==> src/rtl/core/mdrs_pkg.sv <==
package mdrs_pkg;

   // field widths
   localparam int CURRENT_WIDTH  = 10;
   localparam int BATTERY_WIDTH  = 10;
   localparam int THROTTLE_WIDTH = 9;
   localparam int DRIVE_WIDTH    = 8;
   localparam int CAUSE_WIDTH    = 2;
   localparam int STEP_WIDTH     = 4;
   localparam int COUNT_WIDTH    = 8;
   localparam int LEVEL_WIDTH    = 16;

   // configuration port
   localparam int CSR_INDEX_WIDTH = 3;
   localparam int CSR_DATA_WIDTH  = 16;

   // register defaults
   localparam logic [STEP_WIDTH-1:0]     RAMP_STEP_RESET      = 4'd1;
   localparam logic [CURRENT_WIDTH-1:0]  OC_LEVEL_RESET       = 10'd810;
   localparam logic [COUNT_WIDTH-1:0]    OC_TICKS_RESET       = 8'd5;
   localparam logic [LEVEL_WIDTH-1:0]    BATT_MIN_RESET       = 16'd17856;
   localparam logic [LEVEL_WIDTH-1:0]    LED_LOW_RESET        = 16'd19046;
   localparam logic [LEVEL_WIDTH-1:0]    LED_HIGH_RESET       = 16'd20237;
   localparam logic [LEVEL_WIDTH-1:0]    BATT_AVG_START_RESET = 16'd21427;

   // battery average: sum of 30*avg and sample*64 fits 21 bits
   localparam int SUM_WIDTH   = 21;
   localparam int RECIP_SHIFT = 26;
   localparam int RECIP_WIDTH = 22;
   localparam logic [RECIP_WIDTH-1:0] RECIP_31 = RECIP_WIDTH'((64'd1 << RECIP_SHIFT) / 31);
   localparam int QUOT_WIDTH  = SUM_WIDTH + RECIP_WIDTH - RECIP_SHIFT;

   // register indexes
   typedef enum logic [CSR_INDEX_WIDTH-1:0] {
      CSR_RAMP_STEP      = 3'd0,
      CSR_OC_LEVEL       = 3'd1,
      CSR_OC_TICKS       = 3'd2,
      CSR_BATT_MIN       = 3'd3,
      CSR_LED_LOW_LEVEL  = 3'd4,
      CSR_LED_HIGH_LEVEL = 3'd5,
      CSR_BATT_AVG_START = 3'd6
   } csr_index_type;

   // fault causes
   typedef enum logic [CAUSE_WIDTH-1:0] {
      CAUSE_NONE         = 2'd0,
      CAUSE_OVERCURRENT  = 2'd1,
      CAUSE_UNDERVOLTAGE = 2'd2
   } cause_type;

   typedef struct packed {
      logic [STEP_WIDTH-1:0]    ramp_step;
      logic [CURRENT_WIDTH-1:0] oc_level;
      logic [COUNT_WIDTH-1:0]   oc_ticks;
      logic [LEVEL_WIDTH-1:0]   batt_min;
      logic [LEVEL_WIDTH-1:0]   led_low_level;
      logic [LEVEL_WIDTH-1:0]   led_high_level;
   } cfg_type;

   typedef struct packed {
      logic [CURRENT_WIDTH-1:0]         motor_current;
      logic [BATTERY_WIDTH-1:0]         battery_sample;
      logic signed [THROTTLE_WIDTH-1:0] throttle;
   } req_type;

   typedef struct packed {
      logic [DRIVE_WIDTH-1:0] drive_level;
      logic                   fault;
      cause_type              fault_cause;
      logic                   charge_led_low;
      logic                   charge_led_high;
   } rsp_type;

endpackage

==> src/rtl/core/mdrs_csr.sv <==
module mdrs_csr (
   input  logic                                 clock,
   input  logic                                 reset,
   input  logic                                 csr_write_enable,
   input  logic [mdrs_pkg::CSR_INDEX_WIDTH-1:0] csr_index,
   input  logic [mdrs_pkg::CSR_DATA_WIDTH-1:0]  csr_write_data,
   output mdrs_pkg::cfg_type                    cfg
);
   import mdrs_pkg::*;

   cfg_type cfg_ff;
   cfg_type cfg_in;

   // register decode; the average start value only matters at reset,
   // which restores its default, so a write to it changes nothing
   always_comb begin
      cfg_in = cfg_ff;
      if (csr_write_enable) begin
         unique case (csr_index)
            CSR_RAMP_STEP:      cfg_in.ramp_step      = csr_write_data[STEP_WIDTH-1:0];
            CSR_OC_LEVEL:       cfg_in.oc_level       = csr_write_data[CURRENT_WIDTH-1:0];
            CSR_OC_TICKS:       cfg_in.oc_ticks       = csr_write_data[COUNT_WIDTH-1:0];
            CSR_BATT_MIN:       cfg_in.batt_min       = csr_write_data[LEVEL_WIDTH-1:0];
            CSR_LED_LOW_LEVEL:  cfg_in.led_low_level  = csr_write_data[LEVEL_WIDTH-1:0];
            CSR_LED_HIGH_LEVEL: cfg_in.led_high_level = csr_write_data[LEVEL_WIDTH-1:0];
            CSR_BATT_AVG_START: cfg_in = cfg_ff;
            default:            cfg_in = cfg_ff;
         endcase
      end
   end

   // register file
   always_ff @(posedge clock) begin
      if (reset) begin
         cfg_ff.ramp_step      <= RAMP_STEP_RESET;
         cfg_ff.oc_level       <= OC_LEVEL_RESET;
         cfg_ff.oc_ticks       <= OC_TICKS_RESET;
         cfg_ff.batt_min       <= BATT_MIN_RESET;
         cfg_ff.led_low_level  <= LED_LOW_RESET;
         cfg_ff.led_high_level <= LED_HIGH_RESET;
      end else begin
         cfg_ff <= cfg_in;
      end
   end

   assign cfg = cfg_ff;

endmodule

==> src/rtl/core/mdrs_tick.sv <==
module mdrs_tick (
   input  logic              clock,
   input  logic              reset,
   input  mdrs_pkg::cfg_type cfg,
   input  logic              advance,
   input  mdrs_pkg::req_type item,
   output mdrs_pkg::rsp_type result
);
   import mdrs_pkg::*;

   logic [COUNT_WIDTH-1:0] count_ff, count_in;
   logic [LEVEL_WIDTH-1:0] avg_ff, avg_in;
   logic [DRIVE_WIDTH-1:0] drive_ff, drive_in;
   logic                   fault_ff, fault_in;
   cause_type              cause_ff, cause_in;
   logic [1:0]             led_ff, led_in;

   logic [COUNT_WIDTH-1:0]             count_inc;
   logic                               oc_hit;
   logic                               oc_trip;
   logic [LEVEL_WIDTH-1:0]             batt;
   logic [SUM_WIDTH-1:0]               sum;
   logic [SUM_WIDTH+RECIP_WIDTH-1:0]   prod;
   logic [QUOT_WIDTH-1:0]              q0;
   logic [SUM_WIDTH-1:0]               rem;
   logic [QUOT_WIDTH-1:0]              quot;
   logic [LEVEL_WIDTH-1:0]             avg_new;
   logic                               uv_trip;
   logic [1:0]                         led_new;
   logic [DRIVE_WIDTH-1:0]             target;
   logic [DRIVE_WIDTH:0]               up_sum;
   logic [DRIVE_WIDTH-1:0]             up_level;
   logic [STEP_WIDTH+1:0]              down_step;
   logic [DRIVE_WIDTH-1:0]             down_level;
   logic [DRIVE_WIDTH-1:0]             drive_new;

   // overcurrent run length, saturating
   assign count_inc = (count_ff == {COUNT_WIDTH{1'b1}}) ? count_ff : count_ff + 1'b1;
   assign oc_hit    = item.motor_current > cfg.oc_level;
   assign oc_trip   = oc_hit && (count_inc >= cfg.oc_ticks);

   // battery average: (30*avg + sample*64) / 31 by reciprocal and one correction
   assign batt    = {item.battery_sample, 6'd0};
   assign sum     = ({avg_ff, 5'd0} - {4'd0, avg_ff, 1'b0}) + {5'd0, batt};
   assign prod    = {{RECIP_WIDTH{1'b0}}, sum} * {{SUM_WIDTH{1'b0}}, RECIP_31};
   assign q0      = prod[SUM_WIDTH+RECIP_WIDTH-1:RECIP_SHIFT];
   assign rem     = SUM_WIDTH'(sum - ({q0, 5'd0} - {5'd0, q0}));
   assign quot    = (rem >= SUM_WIDTH'(31)) ? q0 + 1'b1 : q0;
   assign avg_new = quot[LEVEL_WIDTH-1:0];
   assign uv_trip = avg_new < cfg.batt_min;

   // charge leds from the raw sample
   assign led_new = {batt > cfg.led_high_level, batt > cfg.led_low_level};

   // ramp toward the throttle; negative throttle counts as zero
   assign target     = item.throttle[THROTTLE_WIDTH-1] ? '0 : item.throttle[DRIVE_WIDTH-1:0];
   assign up_sum     = {1'b0, drive_ff} + {{(DRIVE_WIDTH+1-STEP_WIDTH){1'b0}}, cfg.ramp_step};
   assign up_level   = up_sum[DRIVE_WIDTH] ? {DRIVE_WIDTH{1'b1}} : up_sum[DRIVE_WIDTH-1:0];
   assign down_step  = {2'd0, cfg.ramp_step} + {1'b0, cfg.ramp_step, 1'b0};
   assign down_level = (drive_ff > {2'd0, down_step})
                       ? drive_ff - {2'd0, down_step} : '0;

   always_comb begin
      if (drive_ff < target) begin
         drive_new = up_level;
      end else if (drive_ff > target) begin
         drive_new = down_level;
      end else begin
         drive_new = drive_ff;
      end
   end

   // next state; everything freezes once a fault has latched
   always_comb begin
      count_in = count_ff;
      avg_in   = avg_ff;
      drive_in = drive_ff;
      fault_in = fault_ff;
      cause_in = cause_ff;
      led_in   = led_ff;
      if (!fault_ff) begin
         count_in = oc_hit ? count_inc : '0;
         if (oc_trip) begin
            fault_in = 1'b1;
            cause_in = CAUSE_OVERCURRENT;
            drive_in = '0;
         end else begin
            avg_in = avg_new;
            if (uv_trip) begin
               fault_in = 1'b1;
               cause_in = CAUSE_UNDERVOLTAGE;
               drive_in = '0;
            end else begin
               led_in   = led_new;
               drive_in = drive_new;
            end
         end
      end
   end

   // state registers
   always_ff @(posedge clock) begin
      if (reset) begin
         count_ff <= '0;
         avg_ff   <= BATT_AVG_START_RESET;
         drive_ff <= '0;
         fault_ff <= 1'b0;
         cause_ff <= CAUSE_NONE;
         led_ff   <= '0;
      end else if (advance) begin
         count_ff <= count_in;
         avg_ff   <= avg_in;
         drive_ff <= drive_in;
         fault_ff <= fault_in;
         cause_ff <= cause_in;
         led_ff   <= led_in;
      end
   end

   // result of this item
   always_comb begin
      result.drive_level     = fault_in ? '0 : drive_in;
      result.fault           = fault_in;
      result.fault_cause     = fault_in ? cause_in : CAUSE_NONE;
      result.charge_led_low  = led_in[0];
      result.charge_led_high = led_in[1];
   end

endmodule

==> src/rtl/core/motor_drive_ramp_supervisor.sv <==
// channel | direction | handshake          | payload
// req     | in        | req_valid/req_stall | motor_current, battery_sample, throttle
// rsp     | out       | rsp_valid/rsp_stall | drive_level, fault, fault_cause, leds
// csr     | in        | csr_write_enable    | csr_index, csr_write_data
//
// one item per cycle sustained while rsp_stall is low; an item waits in the input
// register, where the tick logic (one 21x22 multiply for the battery average)
// updates state as it moves into the result register
// reset clears all control state and restores register defaults
// req_stall rises only when the input register is full and the result register
// is held by rsp_stall
module motor_drive_ramp_supervisor (
   input  logic                                       clock,
   input  logic                                       reset,
   input  logic                                       req_valid,
   output logic                                       req_stall,
   input  logic [mdrs_pkg::CURRENT_WIDTH-1:0]         req_motor_current,
   input  logic [mdrs_pkg::BATTERY_WIDTH-1:0]         req_battery_sample,
   input  logic signed [mdrs_pkg::THROTTLE_WIDTH-1:0] req_throttle,
   output logic                                       rsp_valid,
   input  logic                                       rsp_stall,
   output logic [mdrs_pkg::DRIVE_WIDTH-1:0]           rsp_drive_level,
   output logic                                       rsp_fault,
   output logic [mdrs_pkg::CAUSE_WIDTH-1:0]           rsp_fault_cause,
   output logic                                       rsp_charge_led_low,
   output logic                                       rsp_charge_led_high,
   input  logic                                       csr_write_enable,
   input  logic [mdrs_pkg::CSR_INDEX_WIDTH-1:0]       csr_index,
   input  logic [mdrs_pkg::CSR_DATA_WIDTH-1:0]        csr_write_data
);
   import mdrs_pkg::*;

   cfg_type cfg;
   req_type hold_item_ff;
   logic    hold_valid_ff, hold_valid_in;
   rsp_type rsp_item_ff;
   rsp_type tick_result;
   logic    rsp_valid_ff, rsp_valid_in;
   logic    out_free;
   logic    advance;
   logic    req_accept;

   mdrs_csr u_csr (
      .clock            (clock),
      .reset            (reset),
      .csr_write_enable (csr_write_enable),
      .csr_index        (csr_index),
      .csr_write_data   (csr_write_data),
      .cfg              (cfg)
   );

   mdrs_tick u_tick (
      .clock   (clock),
      .reset   (reset),
      .cfg     (cfg),
      .advance (advance),
      .item    (hold_item_ff),
      .result  (tick_result)
   );

   // handshake between input register and result register
   assign out_free      = !rsp_valid_ff || !rsp_stall;
   assign advance       = hold_valid_ff && out_free;
   assign req_stall     = hold_valid_ff && !out_free;
   assign req_accept    = req_valid && !req_stall;
   assign hold_valid_in = req_accept || (hold_valid_ff && !advance);
   assign rsp_valid_in  = advance || (rsp_valid_ff && rsp_stall);

   // valid flags
   always_ff @(posedge clock) begin
      if (reset) begin
         hold_valid_ff <= 1'b0;
         rsp_valid_ff  <= 1'b0;
      end else begin
         hold_valid_ff <= hold_valid_in;
         rsp_valid_ff  <= rsp_valid_in;
      end
   end

   // payload registers
   always_ff @(posedge clock) begin
      if (req_accept) begin
         hold_item_ff.motor_current  <= req_motor_current;
         hold_item_ff.battery_sample <= req_battery_sample;
         hold_item_ff.throttle       <= req_throttle;
      end
      if (advance) begin
         rsp_item_ff <= tick_result;
      end
   end

   assign rsp_valid           = rsp_valid_ff;
   assign rsp_drive_level     = rsp_item_ff.drive_level;
   assign rsp_fault           = rsp_item_ff.fault;
   assign rsp_fault_cause     = rsp_item_ff.fault_cause;
   assign rsp_charge_led_low  = rsp_item_ff.charge_led_low;
   assign rsp_charge_led_high = rsp_item_ff.charge_led_high;

endmodule

==> config.mk <==
export PLATFORM = sky130hd
export DESIGN_NAME = motor_drive_ramp_supervisor
export DESIGN_NICKNAME = d
export VERILOG_FILES = /design/src/rtl/core/mdrs_pkg.sv /design/src/rtl/core/mdrs_csr.sv /design/src/rtl/core/mdrs_tick.sv /design/src/rtl/core/motor_drive_ramp_supervisor.sv
export SDC_FILE = /design/constraint.sdc
export NUM_CORES = 1
export LEC_CHECK = 0
export ABC_AREA = 1
export BUFFER_PORTS_ARGS = -buffer_cell sky130_fd_sc_hd__buf_2
export CAP_MARGIN = 10
export CORE_AREA = 2 2 175 177
export DETAILED_ROUTE_END_ITERATION = 12
export DIE_AREA = 0 0 177 179
export MAX_ROUTING_LAYER = met4
export PLACE_DENSITY = 0.77
export SLEW_MARGIN = 40
export SYNTH_ARGS = -nofsm -noshare
export SYNTH_HDL_FRONTEND = slang
export SYNTH_SLANG_ARGS = --single-unit
==> constraint.sdc <==
create_clock -name clock -period 21.5 [get_ports clock]
set_input_delay 6.45 -clock clock [delete_from_list [all_inputs] [get_ports clock]]
set_output_delay 6.45 -clock clock [all_outputs]
set_load 0.01 [all_outputs]
# After elaboration in Yosys (flattened, before gate mapping)
# Index checks and enable logic that the tools add are counted.
# word_totals
ff_bits	151
input_bits	53
out_inout_bits	15
wordCells	92
# classes
addsub	9
n_mul	1
magnitude_cmp	9
n_eq_ne	6
mux	20
bitwise	2
reduce_logical	23
# ops
cell	count
8-bit 2-to-1 mux	10
21-bit by 21-bit multiplier with 42-bit output, second input constant	1
21-bit by 17-bit subtractor with 21-bit output	2
16-bit greater-than comparator	2
21-bit by 16-bit adder with 21-bit output	1
21-bit by 5-bit greater-or-equal comparator with 1-bit output, second input constant	1
21-bit subtractor	1
16-bit by 1-bit adder with 16-bit output, second input constant	1
16-bit < comparator	1
16-bit 2-to-1 mux	1
2-bit AND reduction	7
2-bit 2-to-1 mux	6
10-bit greater-than comparator	1
8-bit by 4-bit adder with 9-bit output	1
8-bit by 1-bit adder with 8-bit output, second input constant	1
8-bit == test, second input constant	1
8-bit greater-or-equal comparator	1
8-bit by 6-bit greater-than comparator with 1-bit output	1
8-bit greater-than comparator	1
8-bit < comparator	1
8-bit by 6-bit subtractor with 8-bit output	1
4-bit by 5-bit adder with 6-bit output	1
3-bit by 2-bit == test with 1-bit output, second input constant	2
3-bit == test, second input constant	2
8 further kinds	22

# Longest topological paths before layout
# logic_depth
ltp_word	11
mapped_depth	71
depth_no_buf	71

# By module
# From an unflattened synthesis, not the netlist that was laid out.
# unflattened
cells_unflattened	2116
area_unflattened_um2	15252.1
# by_module_without_submodules
mod	instances	cells_each	area_per_inst_um2	seq_area_each_um2
mdrs_tick	1	1681	11184.5	740.7
mdrs_csr	1	381	2715.1	1401.3
motor_drive_ramp_supervisor	1	54	1352.5	1301.2

# Worst setup path after synthesis
# No wires, ideal clock.
# synth_timing
path_type	input to output
start	input port rsp_stall
end	output port req_stall
t_arrival_ps	6706
required_ps	15050
setup_slack_ps	8344
cell_stages	2
path_buffers	0
cell_sequence	nand2_1 -> nor2_1
# synth_between
elab_chain_cells	4
# synth_lines
item	line	text
from (decl)	motor_drive_ramp_supervisor.sv:21	input logic rsp_stall,
1-bit logical NOT	motor_drive_ramp_supervisor.sv:62	assign out_free = !rsp_valid_ff || !rsp_stall;
1-bit logical OR	motor_drive_ramp_supervisor.sv:62	
1-bit logical NOT	motor_drive_ramp_supervisor.sv:64	assign req_stall = hold_valid_ff && !out_free;
1-bit logical AND	motor_drive_ramp_supervisor.sv:64	
to (decl)	motor_drive_ramp_supervisor.sv:16	output logic req_stall,
# No other way between the ends.

# Final worst setup path
# Ends and elaborated chain as after synthesis.

==> results.md <==
* Post-synthesis simple-gate area fraction at a little over a fifth
* Post-synth EDFFs at 42
* Antenna Nets Post-Route at 0
* Largest family of logic cells by synthesized area: adder cells
* Post-Synthesis Cells at 1,949
* Worst reg2reg endpoint: rsp_charge_led_high
* Netlist Area Pre-Place at about 15,000 µm²
* Clock sinks at 151
* Post-Synth Adder-Cell Area at 29.3%
* Setup TNS Final at 0 ns
* CTS tree: built
* Final hold vios at 0
* Data arrival, critical path at roughly 7.0 ns
* Slew headroom at 43.9%
* Hold Startpoint: u_tick.cause_ff[1]
* Initial antenna violation count at 0
* CTS root buf: clkbuf_16
* Largest net degree at the start of global routing at 80
* Status: completed
* Syn Area/Cell at 7.53 µm²
* Row count at 64
* Initial Util at about half
* DRT iter0 DRCs at 828
* Share of layout cells above drive strength 1 at 8.49%
* Setup-violating endpoint count in the final report at 0
* CTS clk-pin slew, worst paths at 0.06 ns
* GRT Total Usage at 24.2%
* Worst R2R Start: hold_item_ff[9]
* Fmax at roughly 0.074 GHz
* Number of fill cells at 2,814
* Ant. Diodes at 0
* Top cell type's share of synthesized area at approximately 22%
* PostCTS Resize Cnt at 0
* Worst-path fanout max at 3
* Die W at 177 µm
* Synth cell types at 54
* Final Max Slew Viols at 0
* Max Cap Viol at 0
* Worst-margin pin slew at 0.838 ns
* Die area at 31,700 µm²
* Asr flop ratio synth at 0%
* Synth area leaders: ha_1, dfxtp_1, nand2_1, inv_1, edfxtp_1
* Clk Latency, worst-skew pair at 0.43 ns
* Wire per inst at 15.3 µm
* DR DRC count at 0
* Mux cell area share after synthesis at 0%
* Via density at 5.28
* Yosys warnings at 0
* Placed cells at about 2,400
* GRT overflow at 0
* Number of H-tree levels at 4
* Syn Nets at 2,313
* Post-synth top area cell: ha_1
* # IOs at 68
* RSZ-0062 raised after global routing: false
* Worst-case reg-to-reg path depth at 61
* Clock skew at 0.0163 ns
* CP startpoint: rsp_stall
* Xor/xnor share of the synthesized area at 3.55%
* Seq cells post-synth at 151
* TritonRoute pass-1 iters at 5
* Period utilization at 62.6%
* Vias at 12,800
* Final Non-Filler Cells at 2,423
* Tmin final at about 13 ns
* Port-buffer cells at 67
* Startpoint type of the worst setup path: primary input
* CP Capture Point: req_stall
* Core area at 30,000 µm²
* Drt total wl at roughly 37,000 µm
* CP Class: in -> out
* Hpwl dp at 30,100 µm
* # Post-CTS Setup Buffers at 0
* R2r setup slk at 8.56 ns
* Vias in the first global route at 12,400
* Hold crit path type: reg -> reg
* CTS Hold Bufs at 0
* CTS Buf Count at 17
* Compound-gate portion of the synthesized area at 12.0%
* CP Capture Type: output pin
* Die height at 179 µm
* CP Data Required Time at 15.05 ns
* Final #Nets at 2,378
* Worst-case clock buffer depth at 2
* Post-synthesis sequential area ratio at 23.5%
* Global-route wire length before repair at around 60,000 µm
* Synth Flop Type: dfxtp_1
* Final GP Congestion at 0.948
* Layout area overhead at 9.08%
## critical path: stages
cell     delay, ns
buf_2         0.08
nand2_1       0.08
nor2_1        0.23
buf_2         0.19
## cells in the final DEF (no fill, tap or decap), drive strengths merged, types with 2 or more instances in the layout
cell type / synthesis / routed
o21a: 14 / 14
nor2: 159 / 159
o211ai: 24 / 24
nor4: 4 / 4
nor3: 23 / 23
a31o: 3 / 3
nand4: 25 / 25
a21oi: 144 / 144
nand3: 86 / 86
a211oi: 7 / 7
and3: 3 / 3
o21ai: 77 / 77
o21bai: 12 / 12
buf: 2 / 72
fa: 54 / 54
nand3b: 4 / 4
dfxtp: 109 / 109
ha: 257 / 257
a31oi: 3 / 3
edfxtp: 42 / 42
o32ai: 2 / 2
clkinv: 0 / 5
xnor2: 19 / 19
xor2: 38 / 38
clkbuf: 24 / 17
nand2: 411 / 411
a21o: 6 / 6
inv: 383 / 392
a22oi: 5 / 5
## Yosys cell counts, types with 3 or more instances
| library cell | n |
|---|---|
| and3_1 | 3 |
| dfxtp_1 | 109 |
| inv_2 | 4 |
| nor2_2 | 14 |
| o21ai_0 | 76 |
| ha_1 | 257 |
| xnor2_1 | 18 |
| a31o_2 | 3 |
| nand3_1 | 80 |
| o211ai_1 | 24 |
| a211oi_1 | 7 |
| xor2_1 | 36 |
| a22oi_1 | 5 |
| nor3_1 | 18 |
| nand4_1 | 24 |
| a21oi_2 | 5 |
| a21o_1 | 6 |
| nor4_1 | 3 |
| clkbuf_1 | 24 |
| nor3_2 | 4 |
| nand3_2 | 6 |
| nand3b_1 | 4 |
| nand2_2 | 13 |
| inv_1 | 379 |
| o21bai_1 | 9 |
| edfxtp_1 | 42 |
| o21a_1 | 14 |
| a31oi_1 | 3 |
| fa_1 | 54 |
| nor2_1 | 144 |
| nand2_1 | 396 |
| a21oi_1 | 139 |
## cell families (layout without fill, tap and decap cells)
family | Yosys count | after routing
XOR/XNOR | 57 | 57
flip-flops | 151 | 151
buffers and inverters | 409 | 487
AND/OR/NAND/NOR | 719 | 719
AO/OA/AOI/OAI | 302 | 302
adder cells (fa/ha/maj) | 311 | 311
## per-layer routing
layer	vias to the layer above	part of all wire (%)	routed length [µm]	global-route usage, %
met1	5935	47	17300	31.0
met2	338	47	17400	39.9
met5	-	0	0	-
met3	67	4.3	1580	3.12
met4	0	2.3	835	7.40
li1	6459	-	-	-
## worst min-delay path by stage
stage / end / slack (ns) / cells past startpoint
3_3_place_gp: u_tick.cause_ff[1] / 0.43 / 2
5_1_grt: u_tick.cause_ff[1] / 0.46 / 2
2_1_floorplan: u_tick.cause_ff[1] / 0.43 / 2
6_report: u_tick.cause_ff[1] / 0.45 / 2
4_1_cts: u_tick.cause_ff[1] / 0.45 / 2
3_5_place_dp: u_tick.cause_ff[1] / 0.44 / 2
## flip-flops by register name, summed over array words and instances, names as in the netlist, 2 cells and up
register	flops
u_tick.avg_ff	16
u_tick.count_ff	8
hold_item_ff	29
rsp_drive_level	8
u_tick.drive_ff	8
rsp_fault_cause	2
u_csr.cfg	70
u_tick.led_ff	2
u_tick.cause_ff	2
## through the flow
step           instance area (µm²)  hold WS, ns  util [%]  worst slack (ns)
3_5_place_dp                 15500        0.437      51.5              8.04
5_1_grt                      16000        0.463      53.3              7.72
3_3_place_gp                 15400        0.435      51.4              8.01
2_1_floorplan                14700        0.425         -              8.34
6_report                     16000        0.447      53.3              8.03
4_1_cts                      16000        0.447      53.3              8.03
## cell type report
type                       count  area, µm²  area share (%)
inverter                     383       1440            8.99
clock buffer                  17        425            2.66
sequential                   151       3440            21.5
timing repair buffer          72        373            2.33
tap                          396        495            3.09
clock inverter                15        131           0.820
multi-input combinational   1389       9710            60.6
Power is not shown: default switching activity piles up to over one toggle a cycle in this logic, so the estimate is an artifact.
